--- src/assert_macros.svh ---
// ---------------------------------------------------------------------------
// assert_macros.svh
// Concurrent assertion helpers, included by utf8_stream_decoder_unit.
// ---------------------------------------------------------------------------
`ifndef ASSERT_MACROS_SVH
`define ASSERT_MACROS_SVH

// Check an expression at every rising clock edge outside reset.
`define ASSERT_ALWAYS(label, clk, rst_n, expr) \
    label: assert property (@(posedge clk) disable iff (!(rst_n)) (expr)) \
        else $error("assertion failed");

// Check that a condition implies a consequence in the same cycle.
`define ASSERT_IMPLIES(label, clk, rst_n, ante, cons) \
    label: assert property (@(posedge clk) disable iff (!(rst_n)) (ante) |-> (cons)) \
        else $error("assertion failed");

`endif

--- src/utf8d_pkg.sv ---
`timescale 1ns / 1ps
// ---------------------------------------------------------------------------
// utf8d_pkg
// Widths, byte-class limits and shared types of the UTF-8 stream decoder.
// ---------------------------------------------------------------------------
package utf8d_pkg;

    localparam int unsigned BYTE_W  = 8;
    localparam int unsigned CP_W    = 21;
    localparam int unsigned LEN_W   = 3;
    localparam int unsigned PEND_W  = 2;
    localparam int unsigned OUT_W   = CP_W + LEN_W;

    localparam logic [BYTE_W-1:0] ASCII_MASK = 8'h7F;
    localparam logic [BYTE_W-1:0] LEAD2_LO   = 8'hC2;
    localparam logic [BYTE_W-1:0] LEAD2_HI   = 8'hDF;
    localparam logic [BYTE_W-1:0] LEAD3_LO   = 8'hE0;
    localparam logic [BYTE_W-1:0] LEAD3_HI   = 8'hEF;
    localparam logic [BYTE_W-1:0] LEAD4_LO   = 8'hF0;
    localparam logic [BYTE_W-1:0] LEAD4_HI   = 8'hF4;

    localparam logic [LEN_W-1:0]  LEN_ONE    = 3'd1;

    typedef struct packed {
        logic [LEN_W-1:0] seq_length;
        logic [CP_W-1:0]  code_point;
    } t_result;

    typedef struct packed {
        logic [PEND_W-1:0] bytes_pending;
        logic [LEN_W-1:0]  length_so_far;
    } t_dec_status;

    typedef struct packed {
        logic main_valid;
        logic skid_valid;
    } t_skid_status;

endpackage

--- src/utf8d_decode.sv ---
`timescale 1ns / 1ps
// ---------------------------------------------------------------------------
// utf8d_decode
// Sequence state and per-byte decode; flags a result when a character ends.
// ---------------------------------------------------------------------------
module utf8d_decode (
    input  logic                        i_clk,
    input  logic                        i_rst_n,
    input  logic                        i_accept,
    input  logic [utf8d_pkg::BYTE_W-1:0] i_byte,
    output logic                        o_res_valid,
    output utf8d_pkg::t_result          o_res,
    output utf8d_pkg::t_dec_status      o_status
);
    import utf8d_pkg::*;

    logic [PEND_W-1:0] r_pending, n_pending;
    logic [CP_W-1:0]   r_value,   n_value;
    logic [LEN_W-1:0]  r_length,  n_length;
    logic              emit;
    logic [CP_W-1:0]   cont_value;
    logic [LEN_W-1:0]  cont_length;

    assign cont_value  = {r_value[CP_W-7:0], i_byte[5:0]};
    assign cont_length = r_length + LEN_ONE;

    always_comb begin
        n_pending = r_pending;
        n_value   = r_value;
        n_length  = r_length;
        emit      = 1'b0;
        o_res     = '0;
        if (r_pending == '0) begin
            unique case (i_byte) inside
                [LEAD2_LO:LEAD2_HI]: begin
                    n_pending = 2'd1;
                    n_value   = {{(CP_W-5){1'b0}}, i_byte[4:0]};
                    n_length  = LEN_ONE;
                end
                [LEAD3_LO:LEAD3_HI]: begin
                    n_pending = 2'd2;
                    n_value   = {{(CP_W-4){1'b0}}, i_byte[3:0]};
                    n_length  = LEN_ONE;
                end
                [LEAD4_LO:LEAD4_HI]: begin
                    n_pending = 2'd3;
                    n_value   = {{(CP_W-3){1'b0}}, i_byte[2:0]};
                    n_length  = LEN_ONE;
                end
                default: begin
                    // single-byte character, including stray and invalid leads
                    emit             = 1'b1;
                    o_res.code_point = {{(CP_W-BYTE_W){1'b0}}, i_byte & ASCII_MASK};
                    o_res.seq_length = LEN_ONE;
                end
            endcase
        end else begin
            // continuation byte: shift in the low six bits, unchecked
            n_pending = r_pending - 2'd1;
            if (r_pending == 2'd1) begin
                emit             = 1'b1;
                o_res.code_point = cont_value;
                o_res.seq_length = cont_length;
                n_value          = '0;
                n_length         = '0;
            end else begin
                n_value  = cont_value;
                n_length = cont_length;
            end
        end
    end

    always_ff @(posedge i_clk) begin
        if (!i_rst_n) begin
            r_pending <= '0;
            r_value   <= '0;
            r_length  <= '0;
        end else if (i_accept) begin
            r_pending <= n_pending;
            r_value   <= n_value;
            r_length  <= n_length;
        end
    end

    assign o_res_valid            = i_accept && emit;
    assign o_status.bytes_pending = r_pending;
    assign o_status.length_so_far = r_length;

endmodule

--- src/utf8d_skid.sv ---
`timescale 1ns / 1ps
// ---------------------------------------------------------------------------
// utf8d_skid
// Output register with one skid entry so input keeps flowing under stall.
// ---------------------------------------------------------------------------
module utf8d_skid (
    input  logic                   i_clk,
    input  logic                   i_rst_n,
    input  logic                   i_valid,
    input  utf8d_pkg::t_result     i_res,
    output logic                   o_ready,
    output logic                   o_valid,
    output utf8d_pkg::t_result     o_res,
    input  logic                   i_ready,
    output utf8d_pkg::t_skid_status o_status
);
    import utf8d_pkg::*;

    logic    r_main_valid;
    logic    r_skid_valid;
    t_result r_main;
    t_result r_skid;

    always_ff @(posedge i_clk) begin
        if (!i_rst_n) begin
            r_main_valid <= 1'b0;
            r_skid_valid <= 1'b0;
        end else begin
            if (i_ready || !r_main_valid) begin
                // main slot free or draining: refill from skid first
                if (r_skid_valid) begin
                    r_main_valid <= 1'b1;
                    r_skid_valid <= 1'b0;
                end else begin
                    r_main_valid <= i_valid;
                end
            end else if (i_valid && !r_skid_valid) begin
                r_skid_valid <= 1'b1;
            end
        end
    end

    // payload registers carry no reset
    always_ff @(posedge i_clk) begin
        if (i_ready || !r_main_valid) begin
            if (r_skid_valid) begin
                r_main <= r_skid;
            end else if (i_valid) begin
                r_main <= i_res;
            end
        end else if (i_valid && !r_skid_valid) begin
            r_skid <= i_res;
        end
    end

    assign o_ready             = !r_skid_valid;
    assign o_valid             = r_main_valid;
    assign o_res               = r_main;
    assign o_status.main_valid = r_main_valid;
    assign o_status.skid_valid = r_skid_valid;

endmodule

--- src/utf8_stream_decoder_unit.sv ---
`timescale 1ns / 1ps
// ---------------------------------------------------------------------------
// utf8_stream_decoder_unit
// UTF-8 byte stream in, one code point out per completed character.
// ---------------------------------------------------------------------------
// Takes one byte per cycle while o_s_tready is high and emits the code
// point from the output register after the byte that completes a character;
// bytes that open or continue a sequence produce no output item.
// Throughput is one byte per clock, set by the per-byte state update in the
// decode stage. The output register has a one-entry skid behind it, so
// o_s_tready falls only when both hold an unclaimed result. Continuation
// bytes are not checked, and invalid lead bytes outside a sequence come out
// as one-byte characters of their low seven bits. Reset is synchronous, active low.
`include "assert_macros.svh"

module utf8_stream_decoder_unit (
    input  logic        i_clk,
    input  logic        i_rst_n,
    input  logic        i_s_tvalid,
    output logic        o_s_tready,
    input  logic [7:0]  i_s_tdata,   // [7:0] in_byte
    output logic        o_m_tvalid,
    input  logic        i_m_tready,
    output logic [23:0] o_m_tdata    // [20:0] code_point, [23:21] seq_length
);
    import utf8d_pkg::*;

    logic         s_accept;
    logic         dec_valid;
    t_result      dec_res;
    t_dec_status  dec_status;
    t_result      out_res;
    t_skid_status skid_status;

    assign s_accept = i_s_tvalid && o_s_tready;

    utf8d_decode u_decode (
        .i_clk       (i_clk),
        .i_rst_n     (i_rst_n),
        .i_accept    (s_accept),
        .i_byte      (i_s_tdata),
        .o_res_valid (dec_valid),
        .o_res       (dec_res),
        .o_status    (dec_status)
    );

    utf8d_skid u_skid (
        .i_clk    (i_clk),
        .i_rst_n  (i_rst_n),
        .i_valid  (dec_valid),
        .i_res    (dec_res),
        .o_ready  (o_s_tready),
        .o_valid  (o_m_tvalid),
        .o_res    (out_res),
        .i_ready  (i_m_tready),
        .o_status (skid_status)
    );

    assign o_m_tdata = {out_res.seq_length, out_res.code_point};

    // an open sequence always has a byte count, a closed one never
    `ASSERT_ALWAYS(a_len_tracks_pending, i_clk, i_rst_n,
        (dec_status.bytes_pending == '0) == (dec_status.length_so_far == '0))
    // bytes taken plus bytes pending never exceed a four-byte sequence
    `ASSERT_IMPLIES(a_len_bound, i_clk, i_rst_n, dec_status.bytes_pending != '0,
        (dec_status.length_so_far + dec_status.bytes_pending) <= 3'd4)
    // skid holds an item only behind a full main register
    `ASSERT_IMPLIES(a_skid_behind_main, i_clk, i_rst_n, skid_status.skid_valid,
        skid_status.main_valid)
    // a result never arrives with nowhere to go
    `ASSERT_IMPLIES(a_no_overflow, i_clk, i_rst_n, dec_valid,
        !skid_status.skid_valid)

endmodule

--- config.mk ---
export PLATFORM = sky130hd
export DESIGN_NAME = utf8_stream_decoder_unit
export DESIGN_NICKNAME = d
export VERILOG_FILES = /design/src/utf8d_pkg.sv /design/src/utf8d_decode.sv /design/src/utf8d_skid.sv /design/src/utf8_stream_decoder_unit.sv
export VERILOG_INCLUDE_DIRS = /design/src /design/src/src
export SDC_FILE = /design/constraint.sdc
export NUM_CORES = 1
export LEC_CHECK = 0
export BUFFER_PORTS_ARGS = -buffer_cell sky130_fd_sc_hd__buf_2
export CAP_MARGIN = 10
export CORE_ASPECT_RATIO = 1.25
export CORE_MARGIN = 2
export CORE_UTILIZATION = 61
export DETAILED_ROUTE_END_ITERATION = 8
export PLACE_DENSITY = 0.84
export SYNTH_ARGS = -nofsm -noshare
export SYNTH_HDL_FRONTEND = slang
export SYNTH_SLANG_ARGS = --single-unit
--- constraint.sdc ---
create_clock -name i_clk -period 4.4 [get_ports i_clk]
set_input_delay 0 -clock i_clk [delete_from_list [all_inputs] [get_ports i_clk]]
set_output_delay 0 -clock i_clk [all_outputs]
set_load 0.05 [all_outputs]
==> flow_results.xml <==
<?xml version="1.0" encoding="UTF-8"?>
<metrics>
  <group name="outcome">
    <metric name="status" unit="">complete, no violations</metric>
  </group>
  <group name="pwr">
    <metric name="power.density_cell_area" unit="nW/um^2">396</metric>
    <metric name="static-leakage-power" unit="nW">1.25</metric>
    <metric name="vdd.ir_drop.worst" unit="mV">0.308</metric>
  </group>
  <group name="route">
    <metric name="drt-vias-per-instance" unit="">5.57</metric>
    <metric name="route.detailed.wl_per_inst" unit="um">15.4</metric>
    <metric name="route.final.wire_length" unit="mm">5.17</metric>
    <metric name="detailedRoute.firstIterationViolations" unit="">178</metric>
    <metric name="drcViolationCount" unit="">0</metric>
    <metric name="postRouteAntennaNets" unit="">0</metric>
    <metric name="length_of_the_first_detailed_routing_pass_in_iterations" unit="">4</metric>
    <metric name="via_count" unit="">1866</metric>
  </group>
  <group name="min_path">
    <metric name="min_from" unit="">i_s_tdata[1]</metric>
    <metric name="worstHoldPathType" unit="">in2reg</metric>
    <metric name="min_delay_path_depth" unit="">3</metric>
    <metric name="holdPathEnd" unit="">u_decode.r_value[1]</metric>
  </group>
  <group name="synth">
    <metric name="ffs_w_async_s_r_synth" unit="%">0</metric>
    <metric name="cell_taking_the_most_area_after_synthesis" unit="">sky130_fd_sc_hd__edfxtp_1</metric>
    <metric name="synth_top_area_share" unit="%">49.3</metric>
    <metric name="post_synth_num_cell_types" unit="">39</metric>
    <metric name="syn_area_per_cell" unit="um^2">12.9</metric>
    <metric name="ys_seq_elements" unit="">70</metric>
    <metric name="syn_nets" unit="">239</metric>
    <metric name="synth_sequential_area_ratio" unit="%">64.4</metric>
    <metric name="yosysWarnings" unit="">0</metric>
    <metric name="edff_count_synth" unit="">48</metric>
    <metric name="syn-cell-area" unit="um^2">2920</metric>
    <metric name="prevailing_post_synth_register_cell" unit="">sky130_fd_sc_hd__edfxtp_1</metric>
    <metric name="synth_cells" unit="">226</metric>
    <metric name="top_cells_by_area_synth" unit="">sky130_fd_sc_hd__edfxtp_1 (49%), sky130_fd_sc_hd__dfxtp_1 (15%), sky130_fd_sc_hd__mux2_2 (8.9%)</metric>
  </group>
  <group name="sta">
    <metric name="maxSlewViolCount" unit="">0</metric>
    <metric name="fin_worst_skew" unit="ns">0.00833</metric>
    <metric name="tightest_slew" unit="ns">1.07</metric>
    <metric name="max_clock_freq" unit="GHz">0.388</metric>
    <metric name="grt_setup_unrepaired" unit="">no</metric>
    <metric name="final.hold.worst_slack" unit="ns">0.00802</metric>
    <metric name="finalCritPeriodShare" unit="%">58.6</metric>
    <metric name="post-route-min-period" unit="ns">2.58</metric>
    <metric name="fin_tns_setup" unit="ns">0</metric>
    <metric name="setup-violations-final" unit="">0</metric>
    <metric name="final_hold_viol_count" unit="">0</metric>
    <metric name="timing.slew.headroom" unit="%">28.6</metric>
  </group>
  <group name="setup_path">
    <metric name="critical_path.max_fanout" unit="">14</metric>
    <metric name="critical_path_required" unit="ns">4.42</metric>
    <metric name="worst-setup-path-type" unit="">in2reg</metric>
    <metric name="critical_path.max_stage_delay" unit="ns">0.53</metric>
    <metric name="timing.reg2reg.worst_path_depth" unit="">2</metric>
    <metric name="r2r-start" unit="">u_skid.r_skid_valid</metric>
    <metric name="reg2reg_setup_slack" unit="ns">1.95</metric>
    <metric name="critical_path.slowest_cell" unit="">sky130_fd_sc_hd__dlygate4sd3_1</metric>
    <metric name="crit_arrival" unit="ns">2.60</metric>
    <metric name="critical_path.cell_chain" unit="">dlygate4sd3_1 -&gt; buf_2 -&gt; nor3_1 -&gt; nand2_1 -&gt; a31oi_1 -&gt; a21oi_1 -&gt; nor2_2 -&gt; buf_4</metric>
    <metric name="timing.rr.end" unit="">u_skid.r_skid[0]</metric>
    <metric name="critical_path_end_type" unit="">flop</metric>
    <metric name="start_kind" unit="">input port</metric>
  </group>
  <group name="global_route">
    <metric name="grt_first_pass_wirelength" unit="mm">8.06</metric>
    <metric name="grt-ovfl-total" unit="">0</metric>
    <metric name="gr-usage-all-layers" unit="%">20.6</metric>
    <metric name="grt_pass1_vias" unit="">1644</metric>
    <metric name="antenna_found_initial" unit="">0</metric>
    <metric name="pin_count_of_the_biggest_net_entering_global_routing" unit="">40</metric>
  </group>
  <group name="final_layout">
    <metric name="layout-drive-gt1-share" unit="%">29.5</metric>
    <metric name="areaGrowthSynthToFinish" unit="%">15.0</metric>
    <metric name="antenna_cells" unit="">0</metric>
    <metric name="nNetsFinal" unit="">283</metric>
  </group>
  <group name="die">
    <metric name="standard_cell_core_area" unit="um^2">4660</metric>
    <metric name="placementRows" unit="">28</metric>
    <metric name="boundaryPins" unit="">38</metric>
    <metric name="die_ar" unit="um^2">5360</metric>
    <metric name="dieWidth" unit="um">65.9</metric>
    <metric name="initial_utilization" unit="%">62.7</metric>
    <metric name="die_height" unit="um">81.4</metric>
  </group>
  <group name="placed_design">
    <metric name="placed_wire_length_estimate" unit="mm">3.19</metric>
    <metric name="gpl.final_weighted_congestion" unit="">0.853</metric>
    <metric name="port_buffers" unit="">37</metric>
  </group>
  <group name="clocking">
    <metric name="clk-insertion-delay-late" unit="ns">0.33</metric>
    <metric name="cts-root-buf" unit="">sky130_fd_sc_hd__clkbuf_8</metric>
    <metric name="clk_path_buf_depth" unit="">2</metric>
    <metric name="clkTransAtPathRegs" unit="ns">0.07</metric>
    <metric name="cts-htree-levels" unit="">3</metric>
    <metric name="tritoncts" unit="">yes</metric>
    <metric name="cts_buffers" unit="">9</metric>
    <metric name="cts_sinks" unit="">70</metric>
    <metric name="post_cts.repair.setup_buffers" unit="">0</metric>
  </group>
  <group name="flow_run">
    <metric name="timing.max_cap.violations" unit="">0</metric>
  </group>
</metrics>
final cells by class:
type | instances | area (um^2)
sequential | 70 | 1880
fill | 323 | 1300
multi-input combinational | 143 | 980
timing repair buffer | 45 | 263
clock buffer | 11 | 131
tap | 60 | 75.1
clock inverter | 5 | 26.3
inverter | 1 | 3.75
worst max path at each step:
stage	startpoint	to	slack (ns)
after floorplan	u_decode.r_pending[0]	u_skid.o_res[0]	2.05
after global placement	u_skid.r_skid_valid	u_skid.r_skid[16]	2.05
after detailed placement	u_skid.r_skid_valid	u_skid.r_skid[16]	1.98
after CTS	i_s_tdata[5]	u_skid.o_res[6]	1.86
after global routing	i_s_tdata[4]	u_skid.o_res[6]	1.66
final	i_s_tdata[5]	u_skid.o_res[6]	1.82
timing repair:
item / in CTS / in global routing
hold buffers: 7 / 0
endpoints found under the hold margin: 7 / 0
resized for setup: 0 / 0
routing by layer:
layer  vias up  GRT usage, %  share of wire [%]
met2        47          31.1                 49
met1       894          28.2                 46
li1        916             -                  -
met5         -             0                  0
met3         9          5.12                3.8
met4         0          9.58                1.9
kinds of logic after synthesis:
kind of cell | synth area share (%)
flip-flops | 64.4
buffers and inverters | 2.14
AO/OA/AOI/OAI | 7.15
adder cells (fa/ha/maj) | 0.428
multiplexers | 10.6
AND/OR/NAND/NOR | 15.3
sequential cells by signal, indices dropped and copies added (netlist names):
signal	count
u_decode.r_length	3
u_decode.r_pending	2
u_decode.r_value	15
u_skid.o_res	24
u_skid.o_valid	1
u_skid.r_skid	24
u_skid.r_skid_valid	1
cells in the final DEF (no fill, tap or decap), types with 5 or more instances in the layout:
cell,synthesis,routed
sky130_fd_sc_hd__mux2_2,23,23
sky130_fd_sc_hd__o21ai_0,13,13
sky130_fd_sc_hd__and2_1,19,19
sky130_fd_sc_hd__dfxtp_1,22,22
sky130_fd_sc_hd__mux2i_1,5,5
sky130_fd_sc_hd__nand2_1,25,25
sky130_fd_sc_hd__clkbuf_8,0,9
sky130_fd_sc_hd__nor2_1,7,6
sky130_fd_sc_hd__nor2b_1,5,5
sky130_fd_sc_hd__dlygate4sd3_1,0,7
sky130_fd_sc_hd__buf_2,1,37
sky130_fd_sc_hd__nand4_1,12,12
sky130_fd_sc_hd__edfxtp_1,48,48
report_power, final:
part	switching [mW]	internal (mW)	total [mW]
Sequential	0.00955	0.733	0.742
Clock	0.226	0.200	0.426
Combinational	0.118	0.0438	0.162
cell usage after synthesis, types with 2 or more instances:
library cell,number
sky130_fd_sc_hd__clkbuf_1,8
sky130_fd_sc_hd__and2_1,19
sky130_fd_sc_hd__a31oi_1,2
sky130_fd_sc_hd__mux2_2,23
sky130_fd_sc_hd__nor3_1,2
sky130_fd_sc_hd__nor2_1,7
sky130_fd_sc_hd__a21oi_1,4
sky130_fd_sc_hd__a21boi_0,2
sky130_fd_sc_hd__edfxtp_1,48
sky130_fd_sc_hd__dfxtp_1,22
sky130_fd_sc_hd__nand2_1,25
sky130_fd_sc_hd__o21ai_0,13
sky130_fd_sc_hd__nand3_1,4
sky130_fd_sc_hd__nor2b_1,5
sky130_fd_sc_hd__mux2i_1,5
sky130_fd_sc_hd__nand4_1,12
sky130_fd_sc_hd__nand2b_1,3
critical path, delay by kind of cell:
family	cells	cell delay [ns]
AND/OR/NAND/NOR	3	0.84
AO/OA/AOI/OAI	2	0.72
buffers and inverters	3	1.03
through the flow:
step / worst slack, ns / total power [mW] / instance area (um^2) / std cells / utilization [%]
final: 1.82 / 1.33 / 3360 / 335 / 72.1
after global routing: 1.66 / 1.38 / 3360 / 335 / 72.1
after CTS: 1.86 / 1.34 / 3360 / 335 / 72.1
after detailed placement: 1.98 / 0.914 / 3130 / 312 / 67.2
after global placement: 2.05 / 0.912 / 3130 / 312 / 67.2
after floorplan: 2.05 / 0.876 / 2920 / 226 / -
Note: power is estimated with default switching activity, not from simulation.
